===== src/hdl/rkg_pkg.sv =====
// shared types and constants for the rsa key pair generator
`timescale 1ns / 1ps
`default_nettype none
package rkg_pkg;

  localparam int unsigned PRIME_LIMIT_DEF = 256;

  typedef enum logic [2:0] {
    ST_IDLE,
    ST_LOAD,
    ST_CHECK,
    ST_GCD,
    ST_REDUCE,
    ST_INV,
    ST_DONE
  } state_t;

  typedef struct packed {
    logic capture;      // latch the primes of an accepted beat
    logic load;         // form modulus, totient and range check
    logic gcd_first;    // start the exponent search at two
    logic gcd_next;     // move to the next exponent candidate
    logic gcd_step;     // one binary gcd step
    logic reduce_init;  // copy the exponent into the stride register
    logic reduce_step;  // subtract the totient from the stride
    logic inv_init;     // start the inverse search
    logic inv_step;     // advance the inverse candidate
    logic finish;       // write a good key to the result registers
    logic fail;         // write the error result
  } cmd_t;

  typedef struct packed {
    logic key_bad;
    logic gcd_even;
    logic gcd_eq;
    logic gcd_one;
    logic step_big;
    logic inv_hit;
  } status_t;

endpackage
`default_nettype wire


===== src/hdl/rkg_datapath.sv =====
// datapath: products, binary gcd, modular stride and inverse search
`timescale 1ns / 1ps
`default_nettype none
module rkg_datapath #(
  parameter int unsigned PRIME_LIMIT = rkg_pkg::PRIME_LIMIT_DEF
) (
  input  wire logic           clk,
  input  wire logic [7:0]     prime_p,
  input  wire logic [7:0]     prime_q,
  input  wire rkg_pkg::cmd_t  cmd,
  output rkg_pkg::status_t    status,
  output logic [15:0]         modulus,
  output logic [15:0]         public_exp,
  output logic [15:0]         private_exp,
  output logic                key_error
);
  import rkg_pkg::*;

  localparam logic [16:0] LIMIT = 17'(PRIME_LIMIT);

  logic [7:0]  p_r, q_r;
  logic [15:0] n, phi;
  logic        bad;
  logic [15:0] e;
  logic [15:0] ga, gb;
  logic        odd_ok;
  logic [15:0] step;
  logic [15:0] r;
  logic [15:0] d;

  logic [15:0] phi_prod;
  logic        range_bad;
  logic [15:0] e_cand;
  logic [16:0] r_sum;
  logic [15:0] r_next;

  always_comb begin
    phi_prod  = {8'd0, p_r - 8'd1} * {8'd0, q_r - 8'd1};
    range_bad = (p_r < 8'd2) || (q_r < 8'd2) ||
                ({9'd0, p_r} >= LIMIT) || ({9'd0, q_r} >= LIMIT);
    e_cand    = cmd.gcd_first ? 16'd2 : e + 16'd1;
    // both operands below phi, so one conditional subtract reduces the sum
    r_sum     = {1'b0, r} + {1'b0, step};
    r_next    = (r_sum >= {1'b0, phi}) ? 16'(r_sum - {1'b0, phi}) : r_sum[15:0];
  end

  always_ff @(posedge clk) begin
    if (cmd.capture) begin
      p_r <= prime_p;
      q_r <= prime_q;
    end
    if (cmd.load) begin
      n   <= {8'd0, p_r} * {8'd0, q_r};
      phi <= phi_prod;
      bad <= range_bad || (phi_prod < 16'd2);
    end
    if (cmd.gcd_first || cmd.gcd_next) begin
      e      <= e_cand;
      ga     <= e_cand;
      gb     <= phi;
      odd_ok <= e_cand[0] | phi[0];
    end else if (cmd.gcd_step) begin
      if (!ga[0]) begin
        ga <= ga >> 1;
      end else if (!gb[0]) begin
        gb <= gb >> 1;
      end else if (ga > gb) begin
        ga <= ga - gb;
      end else begin
        gb <= gb - ga;
      end
    end
    if (cmd.reduce_init) begin
      step <= e;
    end else if (cmd.reduce_step) begin
      step <= step - phi;
    end
    if (cmd.inv_init) begin
      r <= step;
      d <= 16'd1;
    end else if (cmd.inv_step) begin
      r <= r_next;
      d <= d + 16'd1;
    end
    if (cmd.finish) begin
      modulus     <= n;
      public_exp  <= e;
      private_exp <= d;
      key_error   <= 1'b0;
    end else if (cmd.fail) begin
      modulus     <= 16'd0;
      public_exp  <= 16'd0;
      private_exp <= 16'd0;
      key_error   <= 1'b1;
    end
  end

  always_comb begin
    status.key_bad  = bad;
    status.gcd_even = !odd_ok;
    status.gcd_eq   = (ga == gb);
    status.gcd_one  = (ga == 16'd1);
    status.step_big = (step >= phi);
    status.inv_hit  = (r == 16'd1) && (d != 16'd1);
  end

endmodule
`default_nettype wire


===== src/hdl/rkg_ctrl.sv =====
// controller state machine sequencing the key search
`timescale 1ns / 1ps
`default_nettype none
module rkg_ctrl (
  input  wire logic              clk,
  input  wire logic              rst,
  input  wire logic              start,
  input  wire rkg_pkg::status_t  status,
  output rkg_pkg::cmd_t          cmd,
  output logic                   busy,
  output logic                   done
);
  import rkg_pkg::*;

  state_t state, state_next;

  always_ff @(posedge clk) begin
    if (rst) begin
      state <= ST_IDLE;
    end else begin
      state <= state_next;
    end
  end

  always_comb begin
    state_next = state;
    cmd        = '0;
    busy       = 1'b1;
    done       = 1'b0;
    unique case (state)
      ST_IDLE: begin
        busy = 1'b0;
        if (start) begin
          cmd.capture = 1'b1;
          state_next  = ST_LOAD;
        end
      end
      ST_LOAD: begin
        cmd.load   = 1'b1;
        state_next = ST_CHECK;
      end
      ST_CHECK: begin
        if (status.key_bad) begin
          cmd.fail   = 1'b1;
          state_next = ST_DONE;
        end else begin
          cmd.gcd_first = 1'b1;
          state_next    = ST_GCD;
        end
      end
      ST_GCD: begin
        // a common factor two or an odd gcd above one rejects the candidate
        if (status.gcd_even || (status.gcd_eq && !status.gcd_one)) begin
          cmd.gcd_next = 1'b1;
        end else if (status.gcd_eq) begin
          cmd.reduce_init = 1'b1;
          state_next      = ST_REDUCE;
        end else begin
          cmd.gcd_step = 1'b1;
        end
      end
      ST_REDUCE: begin
        if (status.step_big) begin
          cmd.reduce_step = 1'b1;
        end else begin
          cmd.inv_init = 1'b1;
          state_next   = ST_INV;
        end
      end
      ST_INV: begin
        if (status.inv_hit) begin
          cmd.finish = 1'b1;
          state_next = ST_DONE;
        end else begin
          cmd.inv_step = 1'b1;
        end
      end
      ST_DONE: begin
        done       = 1'b1;
        state_next = ST_IDLE;
      end
      default: begin
        state_next = ST_IDLE;
      end
    endcase
  end

endmodule
`default_nettype wire


===== src/hdl/rsa_key_pair_generator.sv =====
// top level of the small rsa key pair generator
//
// usage: drive prime_p and prime_q and raise start; the beat is taken at a
// rising edge with start high and busy low. busy stays high through the result
// beat, which sits on modulus, public_exp, private_exp and key_error for one
// cycle marked by done. the receiver cannot stall, so the result must be
// taken in that cycle; the result registers then hold until the next beat.
// the work runs as setup (capture, load and range check), the public exponent
// search (a binary gcd per candidate), a stride reduction of the exponent by
// the totient, and a private exponent search that tries one candidate per
// cycle; the inverse search loop dominates the total.
// one beat is in work at a time.
// factors below two, at or above the prime limit, or a totient below two
// give key_error high with zero key fields straight from the check state,
// and the next beat can be taken once the controller is back in idle.
// reset returns the controller to idle; any search in progress is dropped.
`timescale 1ns / 1ps
`default_nettype none
module rsa_key_pair_generator #(
  parameter int unsigned PRIME_LIMIT = rkg_pkg::PRIME_LIMIT_DEF
) (
  input  wire logic        clk,
  input  wire logic        rst,
  input  wire logic        start,
  output logic             busy,
  input  wire logic [7:0]  prime_p,
  input  wire logic [7:0]  prime_q,
  output logic             done,
  output logic [15:0]      modulus,
  output logic [15:0]      public_exp,
  output logic [15:0]      private_exp,
  output logic             key_error
);
  import rkg_pkg::*;

  cmd_t    cmd;
  status_t status;

  rkg_ctrl u_ctrl (
    .clk    (clk),
    .rst    (rst),
    .start  (start),
    .status (status),
    .cmd    (cmd),
    .busy   (busy),
    .done   (done)
  );

  rkg_datapath #(
    .PRIME_LIMIT (PRIME_LIMIT)
  ) u_datapath (
    .clk         (clk),
    .prime_p     (prime_p),
    .prime_q     (prime_q),
    .cmd         (cmd),
    .status      (status),
    .modulus     (modulus),
    .public_exp  (public_exp),
    .private_exp (private_exp),
    .key_error   (key_error)
  );

  a_done_single: assert property (@(posedge clk) disable iff (rst)
    done |=> !done) else $error("result strobe longer than one cycle");

  a_accept_busy: assert property (@(posedge clk) disable iff (rst)
    (start && !busy) |=> busy) else $error("accepted beat did not raise busy");

  a_error_zero: assert property (@(posedge clk) disable iff (rst)
    (done && key_error) |-> (modulus == 16'd0 && public_exp == 16'd0 &&
                             private_exp == 16'd0))
    else $error("error result carries nonzero key fields");

  a_key_range: assert property (@(posedge clk) disable iff (rst)
    (done && !key_error) |-> (public_exp >= 16'd2 && private_exp >= 16'd2))
    else $error("exponent below two on a good key");

endmodule
`default_nettype wire


===== config.mk =====
export PLATFORM = sky130hd
export DESIGN_NAME = rsa_key_pair_generator
export DESIGN_NICKNAME = d
export VERILOG_FILES = /design/src/hdl/rkg_pkg.sv /design/src/hdl/rkg_datapath.sv /design/src/hdl/rkg_ctrl.sv /design/src/hdl/rsa_key_pair_generator.sv
export SDC_FILE = /design/constraint.sdc
export NUM_CORES = 1
export LEC_CHECK = 0
export BUFFER_PORTS_ARGS = -buffer_cell sky130_fd_sc_hd__buf_2
export CAP_MARGIN = 40
export CORE_UTILIZATION = 64
export DETAILED_ROUTE_END_ITERATION = 12
export GPL_TIMING_DRIVEN = 0
export PLACE_DENSITY = 0.82
export SLEW_MARGIN = 5
export SYNTH_ARGS = -nofsm -noshare
export SYNTH_HDL_FRONTEND = slang
export SYNTH_SLANG_ARGS = --single-unit

===== constraint.sdc =====
create_clock -name clk -period 7.8 [get_ports clk]
set_input_delay 0.78 -clock clk [delete_from_list [all_inputs] [get_ports clk]]
set_output_delay 0.78 -clock clk [all_outputs]
set_load 0.02 [all_outputs]

* Word level (Yosys, flattened, before mapping)
Index checks and enable logic that the tools add are counted.
Word-level totals: logic and storage cells 120, bits in registers 198, input bits 19
Operators by class: multiply operators 2, magnitude comparators 6, add/sub/neg operators 9, mux-type cells 47, reduce and logical (&&, ||, !) cells 18, equality and inequality tests 18, bitwise gates (word level) 1
Operator list (number):
- $mux 16 | 20
- $sub 16x16->16 | 4
- $add 16x1->16 const B | 2
- $eq 16x1->1 const B | 2
- $mul 8x8->16 | 2
- $mux 3 | 7
- $pmux 3 s6 | 1
- $add 16x16->17 | 1
- $ge 17x16->1 | 1
- $eq 16x16->1 | 1
- $ge 16x16->1 | 1
- $gt 16x16->1 | 1
- $lt 16x2->1 const B | 1
- $lt 8x2->1 const B | 2
- $mux 1 | 16
- $ne 16x1->1 const B | 1
- $sub 8x1->8 const B | 2
- $reduce_bool 2->1 | 5
- $eq 3x3->1 const B | 3
- $ne 3x3->1 const B | 3
- $ne 2x2->1 const B | 4
- $eq 3x2->1 const B | 2
- $mux 2 | 3
- $reduce_and 3->1 | 2
- 9 further kinds | 14

* Longest topological paths before layout
Gate-level depths: netlist of run 1.
depth after elaboration 9, mapped depth 25, gate-level depth less buffers 23

* By module
From an unflattened synthesis of run 1, not the netlist that was laid out.
Unflattened totals: cell total of the unflattened synthesis 1713, area, all modules 16482.1 um2
Modules (own cells, without submodules):
- rkg_datapath | instances 1, cells each 1667, area each 16144.2 um2
- rkg_ctrl | instances 1, cells each 46, area each 337.8 um2

* Least setup slack after synthesis of run 1
No wires, ideal clock.
kind register to register, from register u_datapath.q_r[4], to register u_datapath.bad (data pin), clock period less this slack 6006 ps, setup slack 1794 ps, stages on the path, launching flop included 23, setup time 180 ps, data arrival time 5826 ps, path through edfxtp_1 > clkbuf_1 > or3_1 > or2_2 > nor4_1 > xnor2_1 > or2_2 > fa_1 > fa_1 > inv_1 > fa_1 > inv_1 > fa_1 > inv_1 > ha_1 > o21ai_0 > a21oi_1 > o41a_1 > a21o_1 > a21oi_1 > xnor2_1 > or2_0 > o41ai_2
Between the ends: word-level cells in the longest chain between the ends 4
RTL lines:
- from (decl) | RTL line rkg_datapath.sv:21 | logic [7:0] p_r, q_r;
- from (signal assigned) | RTL line rkg_datapath.sv:50 | q_r <= prime_q;
- $sub 8x1->8 | RTL line rkg_datapath.sv:38 | phi_prod = {8'd0, p_r - 8'd1} * {8'd0, q_r - 8'd1};
- $mul 8x8->16 | RTL line rkg_datapath.sv:38
- net u_datapath.phi_prod[13] | RTL line rkg_datapath.sv:31 | logic [15:0] phi_prod;
- $lt 16x2->1 | RTL line rkg_datapath.sv:55 | bad <= range_bad || (phi_prod < 16'd2);
- $logic_or 1x1->1 | RTL line rkg_datapath.sv:55
- to (signal assigned) | RTL line rkg_datapath.sv:55
- to (decl) | RTL line rkg_datapath.sv:23 | logic bad;
The timed path passes the listed nets, and every way through them passes these cells. A chain may end at the register's enable or synchronous reset.

* Final worst setup path of run 1
from register u_datapath.q_r[0], to register u_datapath.bad (data pin)
Same word-level chain as after synthesis.

==> results of run 1 <==
==> cells in the mapped netlist (24+ instances only) <==
| library cell | number | area (µm²) |
|---|---|---|
| nor2b_1 | 24 | 150 |
| xnor2_1 | 70 | 613 |
| nor3_1 | 32 | 160 |
| inv_1 | 185 | 694 |
| fa_1 | 77 | 1540 |
| ha_1 | 156 | 1950 |
| nand2_1 | 105 | 394 |
| a21oi_1 | 70 | 350 |
| edfxtp_1 | 178 | 5350 |
| xor2_1 | 52 | 455 |
| nand3_1 | 32 | 160 |
| nor2_1 | 156 | 586 |
| and2_1 | 74 | 463 |
| clkbuf_1 | 34 | 128 |
| a21o_1 | 34 | 255 |
| o21ai_0 | 50 | 250 |
==> metrics by stage <==
stage	instances	utilization, %	setup WS (ns)	area (µm²)
2_1_floorplan	1647	-	1.79	16300
3_3_place_gp	2040	69.2	0.762	17000
3_5_place_dp	2043	69.5	0.942	17100
4_1_cts	2075	72.2	0.844	17800
5_1_grt	2075	72.2	0.339	17800
6_report	2075	72.2	0.720	17800
==> cells by family (layout without fill, tap and decap cells) <==
group / count (synthesis) / in the layout
xor+xnor: 122 / 122
flops: 198 / 198
mux: 14 / 14
buf+inv: 250 / 354
compound gates: 297 / 297
simple gates: 533 / 533
fa+ha+maj: 233 / 233
==> worst max-delay path, cell delays in order, from the launching register on <==
cell	delay, ns
edfxtp_1	0.32
clkbuf_1	0.33
clkbuf_1	0.46
inv_1	0.18
ha_1	0.28
inv_1	0.08
nor2_1	0.05
xnor2_1	0.60
or2_2	0.24
fa_1	0.45
fa_1	0.55
inv_1	0.07
fa_1	0.54
inv_1	0.06
fa_1	0.53
inv_1	0.04
ha_1	0.32
o21ai_0	0.09
a21oi_1	0.08
o41ai_1	0.57
o21bai_1	0.12
a21oi_1	0.20
xnor2_1	0.10
or2_0	0.23
o41ai_2	0.35
==> worst max-delay path by stage <==
stage                            from                         end  slack [ns]  cells past startpoint
finish              u_datapath.q_r[0]              u_datapath.bad        0.72                     24
floorplan           u_datapath.q_r[4]              u_datapath.bad        1.79                     22
detailed placement  u_datapath.q_r[0]              u_datapath.bad        0.94                     24
global placement     u_datapath.r[12]  u_datapath.private_exp[14]        0.76                      5
CTS                 u_datapath.q_r[0]              u_datapath.bad        0.84                     24
global route        u_datapath.q_r[0]              u_datapath.bad        0.34                     24
==> final cells by class <==
cell class	count	area [µm²]
multi-input cells	1199	9530
fillers	1761	6850
clock buffers	17	425
plain buffers	63	317
clock inverters	15	229
well taps	324	405
repair buffers	72	400
flip-flops and latches	198	5750
inverters	187	703
==> metal layers <==
layer / track usage, % / part of all wire, %
met2: 51.6 / 48
met1: 39.8 / 42
met5: 0 / 0
met4: 10.5 / 2.9
met3: 4.93 / 7.0
==> results.txt, run 1 <==
----------------------------------------------------
[STA]
  Relative slew margins ... 39.2%
  Count of final hold-check violations ... 0
  Worst clock skew ... between 0.02 and 0.025 ns
  Transition time of the tightest slew-check pin ... approximately 0.91 ns
  Upper clock frequency limit ... between 100 and 150 MHz
  Tcrit/Tclk final ... between 90% and 100%
  Setup repair after global routing missed its margin ... no
  Count of pins over their slew limit ... 0
  Worst Hold Slack ... approximately 0.50 ns
  Number of setup violations in the final report ... 0
  Setup_tns ... 0 ns
  Final period demand of the worst path ... ~7.1 ns

[Placed design]
  DP HPWL ... 29400 µm
  Routability-driven placement congestion ratio ... ~0.95
  Count of port buffers added during placement ... between 60 and 70

[Drt]
  Number of DRC violations after detailed routing ... 0
  Total Wirelength ... approximately 38000 µm
  Post-detailed-route wirelength per cell ... 18.4 µm
  Number of optimization iterations in the first detailed-route pass ... 5
  Detailed router's first-iteration violation count ... approximately 980
  Routed via count divided by cell count ... 6.01
  Number of antenna-violating nets in the routed design ... 0
  Vias ... between 10k and 15k

[Global route]
  First-pass GRT wire length ... 62300 µm
  Number of antenna violations at the first check in global routing ... 0
  Overall Global Routing Usage ... a little under a third
  Remaining global-route overflow ... 0
  Vias in the first global route ... about 13k
  Maximum number of pins on one net before global-route repair ... 30

[Layout]
  Commonest non-fill, non-tap cell in the layout ... inv_1
  Leading cell types in the layout, fill and taps excluded ... 185 x inv_1, 178 x edfxtp_1, 156 x nor2_1, 156 x ha_1, 105 x nand2_1
  Growth of design area from synthesis to finish ... 9.11%
  Antenna Cells ... 0
  Layout net count ... approximately 2k
  Proportion of layout cells with a drive suffix above 1 ... between 10% and 20%

[Synthesis]
  Primary FF master, synth ... edfxtp_1
  Multiplexer share of the synthesized area ... less than 1%
  Synth unique cells ... between 80 and 90
  Net count after synthesis ... around 1.9k
  Synth Area per Inst ... ~9.9 µm²
  Share of synthesized cell area in and, or, nand and nor gates ... between 15 and 20%
  Dominant combinational cell family by area after synthesis ... adder cells
  #FFs+latches synth ... 198
  Adder-cell share of the synthesized area ... between 20% and 30%
  Number of enable-type register cells in the synthesized netlist ... around 180
  Share of the yosys chip area belonging to registers ... a little over a third
  Yosys warning count ... 0
  Area fraction in compound gates after synthesis ... around an eighth
  Share of synthesized flip-flops with an asynchronous set or reset ... 0%
  Fraction of synthesized cell area in xor and xnor cells ... around 6.6%
  Gate Count Post-Synth ... 1647
  Synthesized cell area ... ~0.016 mm²

[Die]
  Top-level port count ... 70
  Height of the die ... approximately 160 µm
  Number of rows in the core area ... 57
  Area of the core ... 0.0246 mm²
  Floorplan die area ... roughly 0.026 mm²
  Die X-Extent ... approximately 160 µm
  Initial cell density of the core ... 66.1%

[Clock network]
  Bufs on Longest Clock Path ... 2
  Number of buffers inserted during clock tree synthesis ... 17
  TritonCTS clock tree ... done
  Cell chosen for the clock root ... clkbuf_16
  Clk pin slew, worst setup/hold paths ... 0.09 ns
  H-tree level count ... 4
  Post-CTS setup buffer count ... 0
  CTS sink cnt ... around 200
  Post-CTS Hold Fix Bufs ... 0
  PostCTS Resize Cnt ... 0
  Clock latency of the later-clocked register in the worst-skew pair ... roughly 0.45 ns

[Worst setup path]
  Biggest fanout along the worst timing path ... 10
  Endpoint arrival time on the critical path ... about 7.3 ns
  RR Startpoint ... u_datapath.q_r[0]
  Startpoint-to-endpoint class of the critical path ... reg -> reg
  Worst R2R Setup Slack ... around 0.72 ns
  Path depth of the worst reg2reg path ... 24
  Kind of start point of the critical path ... flip-flop
  Kind of capture point of the worst setup path ... flip-flop
  Worst reg2reg path endpoint ... u_datapath.bad
  Critical Path RT ... about 8.0 ns

[Hold path]
  Worst Hold Depth ... 1
  Class of the tightest hold or removal check ... in -> reg
  Worst min-delay path startpoint ... prime_q[2]
  Sink of the worst hold path ... u_datapath.q_r[2]

[Run status]
  Run status ... finished, final reports clean

[Run]
  Max cap viols ... 0

----------------------------------------------------
Power of run 1 is not shown: default switching activity piles up to over one toggle a cycle in this logic, so the estimate is an artifact.
==> inputs of run 2 (changes only) <==
--- a/config.mk
+++ b/config.mk
@@ -7,10 +7,12 @@
 export LEC_CHECK = 0
 export BUFFER_PORTS_ARGS = -buffer_cell sky130_fd_sc_hd__buf_2
 export CAP_MARGIN = 40
-export CORE_UTILIZATION = 64
+export CELL_PAD_IN_SITES_DETAIL_PLACEMENT = 2
+export CELL_PAD_IN_SITES_GLOBAL_PLACEMENT = 2
+export CORE_UTILIZATION = 42
 export DETAILED_ROUTE_END_ITERATION = 12
 export GPL_TIMING_DRIVEN = 0
-export PLACE_DENSITY = 0.82
+export PLACE_DENSITY_LB_ADDON = 0.1
 export SLEW_MARGIN = 5
 export SYNTH_ARGS = -nofsm -noshare
 export SYNTH_HDL_FRONTEND = slang
==> run 2 against run 1 <==
Compared with the run above:
- register-to-register slack worse by 0.08 ns
- sequential share of layout area is 0.36 points lower
- final area is 1.1% higher
- clock skew is 0.0089 ns lower
- critical path type unchanged
- first-iteration DRC count is 43% lower
- die area is 52% higher
- wire length is 33% higher
- global-route usage is 3.6 points lower
- hold slack worse by 0.0079 ns
- non-clock buffer count is 4 higher
- cell count is 9.2% higher
==> results.txt, run 2 (synthesis gave the netlist of run 1 again) <==
----------------------------------------------------
[Run status]
  Run status ... finished, final reports clean (unchanged)

[Worst setup path]
  Critical path's most frequent cell ... inv_1 (unchanged)
  Critical Path RT ... 8.04 ns (was 8.00 ns)
  Cells traversed along the worst timing path ... clkbuf_1, clkbuf_1, inv_1, ha_1, inv_1, nor2_1, xnor2_1, or2_2, fa_1, fa_1, inv_1, fa_1, inv_1, fa_1, inv_1, ha_1, o21ai_0, a21oi_1, o41ai_1, o21bai_1, a21oi_1, xnor2_1, or2_0, o41ai_2 (unchanged)
  Delay contributed by the slowest stage of the critical path ... 0.65 ns (was 0.60 ns)
  Endpoint arrival time on the critical path ... 7.41 ns (was 7.28 ns)
  Kind of capture point of the worst setup path ... flip-flop (unchanged)
  Startpoint-to-endpoint class of the critical path ... reg -> reg (unchanged)
  CP top delay family ... adder cells (unchanged)
  Slowest cell on the critical path ... xnor2_1 (unchanged)
  Kind of start point of the critical path ... flip-flop (unchanged)
  Biggest fanout along the worst timing path ... 10 (unchanged)
  Worst Path Buf+Inv ... 7 (unchanged)

[Clock network]
  Clk pin slew, worst setup/hold paths ... 0.08 ns (was 0.09 ns)
  Post-CTS setup buffer count ... 0 (unchanged)
  Post-CTS Hold Fix Bufs ... 0 (unchanged)
  TritonCTS clock tree ... done (unchanged)
  CTS sink cnt ... 198 (unchanged)
  Clock latency of the later-clocked register in the worst-skew pair ... 0.46 ns (was 0.45 ns)
  Number of buffers inserted during clock tree synthesis ... 17 (unchanged)
  H-tree level count ... 4 (unchanged)
  Cell chosen for the clock root ... clkbuf_16 (unchanged)
  Bufs on Longest Clock Path ... 2 (unchanged)
  PostCTS Resize Cnt ... 0 (unchanged)

[Placed design]
  Routability-driven placement congestion ratio ... 0.878 (was 0.946)
  DP HPWL ... 40900 µm (was 29400 µm)
  Count of port buffers added during placement ... 69 (unchanged)

[STA]
  Relative slew margins ... 38.4% (was 39.2%)
  Final period demand of the worst path ... 7.16 ns (was 7.08 ns)
  Count of final hold-check violations ... 0 (unchanged)
  Setup repair after global routing missed its margin ... no (unchanged)
  Number of setup violations in the final report ... 0 (unchanged)
  Count of pins over their slew limit ... 0 (unchanged)
  Setup_tns ... 0 ns (unchanged)
  Upper clock frequency limit ... 140 MHz (was 141 MHz)
  Worst clock skew ... 0.0137 ns (was 0.0227 ns)
  Transition time of the tightest slew-check pin ... 0.920 ns (was 0.912 ns)
  Tcrit/Tclk final ... 91.9% (was 90.8%)

[Global route]
  Remaining global-route overflow ... 0 (unchanged)
  Vias in the first global route ... 13.9k (was 12.5k)
  Number of antenna violations at the first check in global routing ... 1 (was 0)
  Maximum number of pins on one net before global-route repair ... 28 (was 30)
  First-pass GRT wire length ... 80300 µm (was 62300 µm)
  Overall Global Routing Usage ... 26.9% (was 30.5%)

[Drt]
  Number of optimization iterations in the first detailed-route pass ... 5 (unchanged)
  Uppermost signal routing layer after detailed routing ... met5 (was met4)
  Number of DRC violations after detailed routing ... 0 (unchanged)
  Total Wirelength ... 50900 µm (was 38200 µm)
  Post-detailed-route wirelength per cell ... 22.4 µm (was 18.4 µm)
  Number of antenna-violating nets in the routed design ... 0 (unchanged)
  Detailed router's first-iteration violation count ... 559 (was 976)
  Wire length on met2 ... 25700 µm (was 18300 µm)
  Wire length on met1 ... 22400 µm (was 16100 µm)
  Routed via count divided by cell count ... 5.56 (was 6.01)
  Met3 Wirelength ... 1510 µm (was 2670 µm)
  Vias ... 12.6k (was 12.5k)

[Die]
  Number of rows in the core area ... 71 (was 57)
  Area of the core ... 0.0379 mm² (was 0.0246 mm²)
  Floorplan die area ... 0.0395 mm² (was 0.0261 mm²)
  Die X-Extent ... 199 µm (was 161 µm)
  Initial cell density of the core ... 42.9% (was 66.1%)
  Height of the die ... 199 µm (was 161 µm)
  Top-level port count ... 70 (unchanged)

[Layout]
  Leading cell types in the layout, fill and taps excluded ... 185 x inv_1, 178 x edfxtp_1, 156 x nor2_1, 156 x ha_1, 105 x nand2_1 (unchanged)
  Total of fill cells in the finished design ... 4066 (was 1761)
  Storage element area ... 0.00575 mm² (unchanged)
  Proportion of layout cells with a drive suffix above 1 ... 11.3% (was 11.2%)
  Layout net count ... 1994 (was 1990)
  Growth of design area from synthesis to finish ... 10.3% (was 9.11%)
  Antenna Cells ... 0 (unchanged)
  Commonest non-fill, non-tap cell in the layout ... inv_1 (unchanged)
  Multi-input gate area ... 0.00953 mm² (unchanged)

[Run]
  Max cap viols ... 0 (unchanged)

[Hold path]
  Class of the tightest hold or removal check ... in -> reg (unchanged)

----------------------------------------------------
run 2: cell type report:
type	count	share of cell area, %
tap	511	3.56
inverter	187	3.92
timing repair buffer	76	2.48
clock buffer	18	2.39
clock inverter	14	0.815
multi-input combinational	1199	53.1
sequential	198	32.0
buffer	63	1.76
run 2: worst reg2reg max path, stage by stage, from the launching register on:
cell      delay, ns
edfxtp_1       0.33
clkbuf_1       0.37
clkbuf_1       0.49
inv_1          0.17
ha_1           0.27
inv_1          0.07
nor2_1         0.05
xnor2_1        0.65
or2_2          0.25
fa_1           0.44
fa_1           0.57
inv_1          0.07
fa_1           0.53
inv_1          0.05
fa_1           0.53
inv_1          0.04
ha_1           0.33
o21ai_0        0.11
a21oi_1        0.08
o41ai_1        0.57
o21bai_1       0.12
a21oi_1        0.20
xnor2_1        0.10
or2_0          0.26
o41ai_2        0.30
run 2: per-layer routing:
layer | global-route usage, % | up-vias
li1 | - | 5887
met1 | 34.1 | 6455
met2 | 47.9 | 207
met3 | 3.07 | 58
met4 | 8.09 | 2
met5 | 0 | -
run 2: worst paths after layout:
kind / start / endpoint / slack [ns] / depth (start not counted)
worst max-delay path: u_datapath.q_r[0] / u_datapath.bad / 0.64 / 24
worst min-delay path: prime_p[6] / u_datapath.p_r[6] / 0.49 / 1
worst max register to register: u_datapath.q_r[0] / u_datapath.bad / 0.64 / 24
worst min register to register: u_datapath.key_error / u_datapath.key_error / 0.50 / 2
run 2: through the flow:
stage	area [µm²]	utilization, %	instances	setup slack [ns]	hold WS (ns)
2_1_floorplan	16300	-	1647	1.79	0.494
3_3_place_gp	17300	45.5	2227	0.385	0.462
5_1_grt	18000	47.3	2266	0.124	0.481
6_report	18000	47.3	2266	0.635	0.493
4_1_cts	18000	47.3	2266	0.507	0.477
3_5_place_dp	17400	45.8	2234	0.630	0.489
Power of run 2 is left out for the same reason.
